[src/rtl/bcd_pkg.sv]
`timescale 1ns / 1ps
// ----------------------------------------------------------------------------
// bcd_pkg
// Types and constants shared by the button click detector.
// ----------------------------------------------------------------------------
package bcd_pkg;

    localparam int unsigned TICK_W   = 16;
    localparam int unsigned DEB_W    = 8;
    localparam int unsigned CFG_IDX_W = 2;
    localparam int unsigned CFG_DAT_W = 16;

    localparam logic [CFG_IDX_W-1:0] CFG_DEBOUNCE_TIME = 2'd0;
    localparam logic [CFG_IDX_W-1:0] CFG_CLICK_TIMEOUT = 2'd1;
    localparam logic [CFG_IDX_W-1:0] CFG_PRESS_TIMEOUT = 2'd2;

    localparam logic [DEB_W-1:0]  DEBOUNCE_TIME_RST = 8'd50;
    localparam logic [TICK_W-1:0] CLICK_TIMEOUT_RST = 16'd400;
    localparam logic [TICK_W-1:0] PRESS_TIMEOUT_RST = 16'd800;

    typedef enum logic [1:0] {
        EV_NONE   = 2'd0,
        EV_SINGLE = 2'd1,
        EV_DOUBLE = 2'd2,
        EV_LONG   = 2'd3
    } t_event;

    typedef struct packed {
        logic [TICK_W-1:0] now_ticks;
        logic              active_level;
    } t_bcd_in;

    typedef struct packed {
        logic [1:0] event_res;
        logic       debounced_level;
    } t_bcd_out;

endpackage

[src/rtl/button_click_detector_unit.sv]
`timescale 1ns / 1ps
// ----------------------------------------------------------------------------
// button_click_detector_unit
// Debounces a button level and reports single click, double click and
// long press start, at most one event per tick item.
// ----------------------------------------------------------------------------
//  channel   direction  handshake               payload
//  input     in         i_valid / o_stall       i_item  (t_bcd_in)
//  output    out        o_valid / i_stall       o_item  (t_bcd_out)
//  config    in         i_cfg_valid / o_cfg_ready  i_cfg_index, i_cfg_data
//
//  One item per cycle while the output side does not stall; each item passes
//  the input register, then the state update and result register.
//  Reset is synchronous, active low; it clears state, handshake flags and
//  loads the default timing registers.
//  o_stall rises only while both the input and result registers are full
//  and the output side stalls.
// ----------------------------------------------------------------------------
module button_click_detector_unit
    import bcd_pkg::*;
(
    input  logic                 i_clk,
    input  logic                 i_rst_n,
    input  logic                 i_valid,
    output logic                 o_stall,
    input  t_bcd_in              i_item,
    output logic                 o_valid,
    input  logic                 i_stall,
    output t_bcd_out             o_item,
    input  logic                 i_cfg_valid,
    output logic                 o_cfg_ready,
    input  logic [CFG_IDX_W-1:0] i_cfg_index,
    input  logic [CFG_DAT_W-1:0] i_cfg_data
);

    typedef enum logic [2:0] {
        ST_IDLE     = 3'd0,
        ST_DOWN     = 3'd1,
        ST_UP       = 3'd2,
        ST_COUNT    = 3'd3,
        ST_PRESS    = 3'd4,
        ST_PRESSEND = 3'd5
    } t_state;

    logic [DEB_W-1:0]  r_debounce_time;
    logic [TICK_W-1:0] r_click_timeout;
    logic [TICK_W-1:0] r_press_timeout;

    logic              r_in_valid;
    t_bcd_in           r_in;
    logic              r_out_valid;
    t_bcd_out          r_out;

    t_state            r_state,  n_state;
    logic [1:0]        r_count,  n_count;
    logic [TICK_W-1:0] r_start,  n_start;
    logic [TICK_W-1:0] r_bounce, n_bounce;
    logic              r_prev,   n_prev;
    logic              r_stable, n_stable;
    t_event            n_event;

    logic              out_blocked;
    logic              advance;
    logic              in_take;
    logic [TICK_W-1:0] held;
    logic [TICK_W-1:0] since_start;
    logic [TICK_W-1:0] wait_ms;

    assign out_blocked = r_out_valid && i_stall;
    assign advance     = r_in_valid && !out_blocked;
    assign o_stall     = r_in_valid && out_blocked;
    assign in_take     = i_valid && !o_stall;
    assign o_valid     = r_out_valid;
    assign o_item      = r_out;
    assign o_cfg_ready = 1'b1;

    assign held        = r_in.now_ticks - r_bounce;
    assign since_start = r_in.now_ticks - r_start;
    assign wait_ms     = {since_start[TICK_W-3:0], 2'b00};

    always_comb begin
        n_bounce = r_bounce;
        n_prev   = r_prev;
        n_stable = r_stable;
        if (r_prev == r_in.active_level) begin
            if (held >= TICK_W'(r_debounce_time >> 2)) begin
                n_stable = r_in.active_level;
            end
        end else begin
            n_bounce = r_in.now_ticks;
            n_prev   = r_in.active_level;
        end

        n_state = r_state;
        n_count = r_count;
        n_start = r_start;
        n_event = EV_NONE;
        case (r_state)
            ST_IDLE: begin
                if (n_stable) begin
                    n_state = ST_DOWN;
                    n_start = r_in.now_ticks;
                    n_count = 2'd0;
                end
            end
            ST_DOWN: begin
                if (!n_stable) begin
                    n_state = ST_UP;
                    n_start = r_in.now_ticks;
                end else if (wait_ms > r_press_timeout) begin
                    n_event = EV_LONG;
                    n_state = ST_PRESS;
                end
            end
            ST_UP: begin
                if (r_count != 2'd3) begin
                    n_count = r_count + 2'd1;
                end
                n_state = ST_COUNT;
            end
            ST_COUNT: begin
                if (n_stable) begin
                    n_state = ST_DOWN;
                    n_start = r_in.now_ticks;
                end else if (wait_ms >= r_click_timeout || r_count >= 2'd2) begin
                    if (r_count == 2'd1) begin
                        n_event = EV_SINGLE;
                    end else if (r_count >= 2'd2) begin
                        n_event = EV_DOUBLE;
                    end
                    n_state = ST_IDLE;
                    n_count = 2'd0;
                    n_start = '0;
                end
            end
            ST_PRESS: begin
                if (!n_stable) begin
                    n_state = ST_PRESSEND;
                    n_start = r_in.now_ticks;
                end
            end
            default: begin
                // press end and unused codes
                n_state = ST_IDLE;
                n_count = 2'd0;
                n_start = '0;
            end
        endcase
    end

    always_ff @(posedge i_clk) begin
        if (!i_rst_n) begin
            r_debounce_time <= DEBOUNCE_TIME_RST;
            r_click_timeout <= CLICK_TIMEOUT_RST;
            r_press_timeout <= PRESS_TIMEOUT_RST;
        end else if (i_cfg_valid && o_cfg_ready) begin
            case (i_cfg_index)
                CFG_DEBOUNCE_TIME: r_debounce_time <= i_cfg_data[DEB_W-1:0];
                CFG_CLICK_TIMEOUT: r_click_timeout <= i_cfg_data;
                CFG_PRESS_TIMEOUT: r_press_timeout <= i_cfg_data;
                default: ;
            endcase
        end
    end

    always_ff @(posedge i_clk) begin
        if (!i_rst_n) begin
            r_in_valid <= 1'b0;
        end else if (!o_stall) begin
            r_in_valid <= i_valid;
        end
    end

    always_ff @(posedge i_clk) begin
        if (in_take) begin
            r_in <= i_item;
        end
    end

    always_ff @(posedge i_clk) begin
        if (!i_rst_n) begin
            r_out_valid <= 1'b0;
            r_state     <= ST_IDLE;
            r_count     <= 2'd0;
            r_start     <= '0;
            r_bounce    <= '0;
            r_prev      <= 1'b0;
            r_stable    <= 1'b0;
        end else begin
            if (!out_blocked) begin
                r_out_valid <= r_in_valid;
            end
            if (advance) begin
                r_state  <= n_state;
                r_count  <= n_count;
                r_start  <= n_start;
                r_bounce <= n_bounce;
                r_prev   <= n_prev;
                r_stable <= n_stable;
            end
        end
    end

    always_ff @(posedge i_clk) begin
        if (advance) begin
            r_out.event_res       <= n_event;
            r_out.debounced_level <= n_stable;
        end
    end

    a_stall_only_when_full: assert property (@(posedge i_clk) disable iff (!i_rst_n)
        o_stall |-> (r_in_valid && r_out_valid))
        else $error("input stalled while a register is free");

    a_long_in_press: assert property (@(posedge i_clk) disable iff (!i_rst_n)
        (r_out_valid && r_out.event_res == EV_LONG) |-> (r_state == ST_PRESS))
        else $error("long press reported outside press state");

    a_click_to_idle: assert property (@(posedge i_clk) disable iff (!i_rst_n)
        (r_out_valid && (r_out.event_res == EV_SINGLE || r_out.event_res == EV_DOUBLE))
        |-> (r_state == ST_IDLE && r_count == 2'd0))
        else $error("click reported without return to idle");

    a_idle_clear: assert property (@(posedge i_clk) disable iff (!i_rst_n)
        (r_state == ST_IDLE) |-> (r_count == 2'd0 && r_start == '0))
        else $error("idle with stale count or start time");

    a_level_match: assert property (@(posedge i_clk) disable iff (!i_rst_n)
        r_out_valid |-> (r_out.debounced_level == r_stable))
        else $error("reported level differs from debounced state");

endmodule
[config.mk]
export PLATFORM = sky130hd
export DESIGN_NAME = button_click_detector_unit
export DESIGN_NICKNAME = d
export VERILOG_FILES = /design/src/rtl/bcd_pkg.sv /design/src/rtl/button_click_detector_unit.sv
export SDC_FILE = /design/constraint.sdc
export NUM_CORES = 1
export LEC_CHECK = 0
export CORE_ASPECT_RATIO = 0.5
export CORE_MARGIN = 5
export CORE_UTILIZATION = 60
export CTS_BUF_LIST = sky130_fd_sc_hd__clkbuf_2
export DETAILED_ROUTE_END_ITERATION = 10
export DONT_BUFFER_PORTS = 1
export HOLD_SLACK_MARGIN = 0.03
export PLACE_DENSITY = 0.79
export SYNTH_ARGS = -nofsm -noshare
export SYNTH_HDL_FRONTEND = slang
export SYNTH_SLANG_ARGS = --single-unit
export TNS_END_PERCENT = 50
[constraint.sdc]
create_clock -name i_clk -period 5.9 [get_ports i_clk]
set_clock_uncertainty 0.05 [all_clocks]
set_input_delay 1.18 -clock i_clk [delete_from_list [all_inputs] [get_ports i_clk]]
set_output_delay 1.18 -clock i_clk [all_outputs]
set_load 0.005 [all_outputs]
==> reports/qor.yml <==
clocking:
  clkLatencyLatePin_ns: 0.60
  path_clk_slew_ns: 0.24
  htreeDepth: 3
  cts-hold-fix-buffers: 0
  cts_resized: 0
  root_buffer: "clkbuf_2"
  cts_made_buffers: 9
  cts.sinks: 97
  clockBufferDepth: 2
  cts_tree: "yes"
  cts_setup_buffers: 0
route:
  via_per_inst: 5.91
  drc: 0
  drtPass1Iterations: 4
  wl_um: 13900
  drtIter0Drc: 326
  detail-route-antenna-nets: 0
  avgRoutedWirePerCell_um: 16.7
  num_vias: 4928
timing:
  period_minus_slack_ns: 4.94
  final_max_slew_viol_count: 0
  setup_tns_ns: 0
  worst_pin_slew_ns: 1.08
  fin_crit_sh: 0.837
  max_freq_ghz: 0.202
  hold_violations: 0
  max_slew_margin: 0.280
  rsz0062_at_grt: "no"
  report.final.setup_viol: 0
placed_design:
  place_hpwl_um: 10700
  portBuffers: 0
  gp_congestion: 0.926
  dp.cells: 818
synthesis:
  synth.ff_latch_count: 97
  seq_area_frac_synth: 0.354
  synth_cell_types: 71
  synth_most_common_cell: "nand2_1"
  synthTopCellsByArea: "dfxtp_1 (25%), ha_1 (13%), edfxtp_1 (9.9%), nand2_1 (5.8%), a21oi_1 (5.5%)"
  yosysTopAreaCell: "dfxtp_1"
  ys.flop_type: "dfxtp_1"
  synth_edf_count: 20
  syn_nets: 814
  synth_area_mm2: 0.00605
  ys_warn_count: 0
  async_flop_share: 0
  synth_area_per_cell_um2: 8.55
  synth_top_cell_area_share: 0.255
  syn_inst: 707
  synthTopCellsByCount: "nand2_1 (94), dfxtp_1 (77), inv_1 (77)"
cells_and_area:
  layout-drive-gt1-share: 0.0544
  antennaDiodeCount: 0
  n_fill_cell: 847
  final_cell_count_no_fill: 834
  area_growth_pct: 2.69
  fin_nets: 801
floorplanning:
  dieHeight_um: 81.0
  rows: 25
  die_w_um: 152
  ioPinCount: 46
  die_area_mm2: 0.0123
  start_util: 0.628
  core_region_area_mm2: 0.00963
critical_path:
  max_stage_delay_ns: 0.51
  critPathSlowestCell: "o31a_1"
  reg2regPathDepth: 23
  worstSetupPathType: "flip-flop to flip-flop"
  worstPathRequired_ns: 6.38
  arrival_ns: 5.42
  cp-start-kind: "flip-flop"
  cp_cell_sequence: "inv_1 > ha_1 > fa_1 > nor2b_1 > o21ai_0 > a21boi_0 > o21ai_0 > nand2b_1 > a21o_1 > a21o_1 > a21o_1 > nand2_1 > a221oi_1 > xor2_1 > ha_1 > nor2b_1 > o21ai_0 > o211ai_1 > a21oi_1 > nand3b_1 > a21oi_2 > o31a_1 > a32o_1"
  end_kind: "flip-flop"
  cp_max_fo: 13
power:
  ir_drop_mv: 0.103
  power_per_cell_area_mw_per_mm2: 222
  p_leak_nw: 2.50
global_routing:
  grt_pass1_wl_um: 23200
  grt_overflow: 0
  grt_pass1_vias: 4685
  antenna_found_initial: 0
  grt_max_degree: 56
  gr-usage-all-layers: 0.233
min_path:
  hp-class: "flip-flop to flip-flop"
  hold_depth: 2
run:
  drv_cap: 0
outcome:
  status: "finished clean"
## layout make-up
cell class / instances / area [µm²] / area share
clock buffer: 11 / 55.1 / 0.00887
clock inverter: 5 / 56.3 / 0.00907
inverter: 79 / 297 / 0.0478
multi-input combinational: 505 / 3480 / 0.560
sequential: 97 / 2140 / 0.345
tap: 135 / 169 / 0.0272
timing repair buffer: 2 / 15.0 / 0.00242
## kinds of logic (layout without fill, tap and decap cells)
logic type,count (synthesis),in the layout,share of synthesized area
flops,97,97,0.354
compound gates,183,183,0.208
simple gates,217,217,0.166
fa+ha+maj,67,67,0.141
mux,21,21,0.0354
other cells,1,1,0.000620
xor+xnor,16,16,0.0232
buf+inv,105,97,0.0714
## per-stage QoR
step / hold WS (ns) / utilization / worst slack [ns] / total power, mW / area (µm²)
final: 0.426 / 0.645 / 0.961 / 1.38 / 6210
after global routing: 0.451 / 0.645 / 0.512 / 1.46 / 6210
after CTS: 0.429 / 0.645 / 0.995 / 1.39 / 6210
after detailed placement: 0.401 / 0.633 / 1.06 / 1.06 / 6100
after global placement: 0.392 / 0.633 / 1.19 / 1.05 / 6100
after floorplan: 0.381 / - / 1.69 / 0.990 / 6050
## registers in the layout (all words and copies together), names as in the netlist, 2 cells and up
register / flops
r_click_timeout: 16
r_start: 14
o_item: 3
r_bounce: 16
r_in: 17
r_press_timeout: 16
r_debounce_time: 6
r_state: 3
r_count: 2
## where the power goes
group,internal [mW],switching (mW),leakage (nW),total [mW]
sequential,0.706,0.0241,0.820,0.730
combinational,0.131,0.192,1.61,0.323
clock,0.0990,0.225,0.0618,0.324
total,0.936,0.441,2.50,1.38
## metal layers
layer	global-route usage	wire, µm	up-vias
met5	0	0	-
met4	0.0547	175	0
met3	0.0506	817	18
met2	0.380	6060	139
met1	0.322	6860	2319
li1	-	-	2452
## cells in the final DEF (no fill, tap or decap), types with 3 or more instances in the layout
cell type   instances
a211o_1             3
a21boi_0            4
a21o_1             17
a21oi_1            67
a311oi_1            3
a31oi_1             3
a32o_1             13
and2_1              7
and3_1              6
clkbuf_2           11
clkinvlp_4          3
dfxtp_1            77
edfxtp_1           20
ha_1               65
inv_1              77
mux2_2              3
mux2i_1            18
nand2_1            94
nand2b_1           12
nand3_1             4
nand4_1             4
nand4b_1            3
nor2_1             55
nor2b_1             7
nor3_1              8
o2111ai_1           3
o211ai_1           18
o21a_1              5
o21ai_0            19
o31ai_1             3
xnor2_1            10
xor2_1              6
## worst max-delay path: cells and delay by family (launching register included)
| family | cells | cell delay (ns) |
|---|---|---|
| AOI/OAI and AO/OA | 13 | 2.58 |
| xor gates and xnor gates | 1 | 0.28 |
| adders and majority gates | 3 | 0.94 |
| buffers and inverters | 1 | 0.08 |
| DFF | 1 | 0.41 |
| and+or+nand+nor | 5 | 0.56 |
## worst paths after layout
| kind | slack, ns | from | end |
|---|---|---|---|
| worst max register to register | 0.96 | r_in[1] | r_start[13] |
| worst max-delay path | 0.96 | r_in[1] | r_start[13] |
| worst min register to register | 0.43 | r_click_timeout[9] | r_click_timeout[9] |
| worst min-delay path | 0.43 | r_click_timeout[9] | r_click_timeout[9] |
No activity file was read; power rests on OpenSTA's default activity.
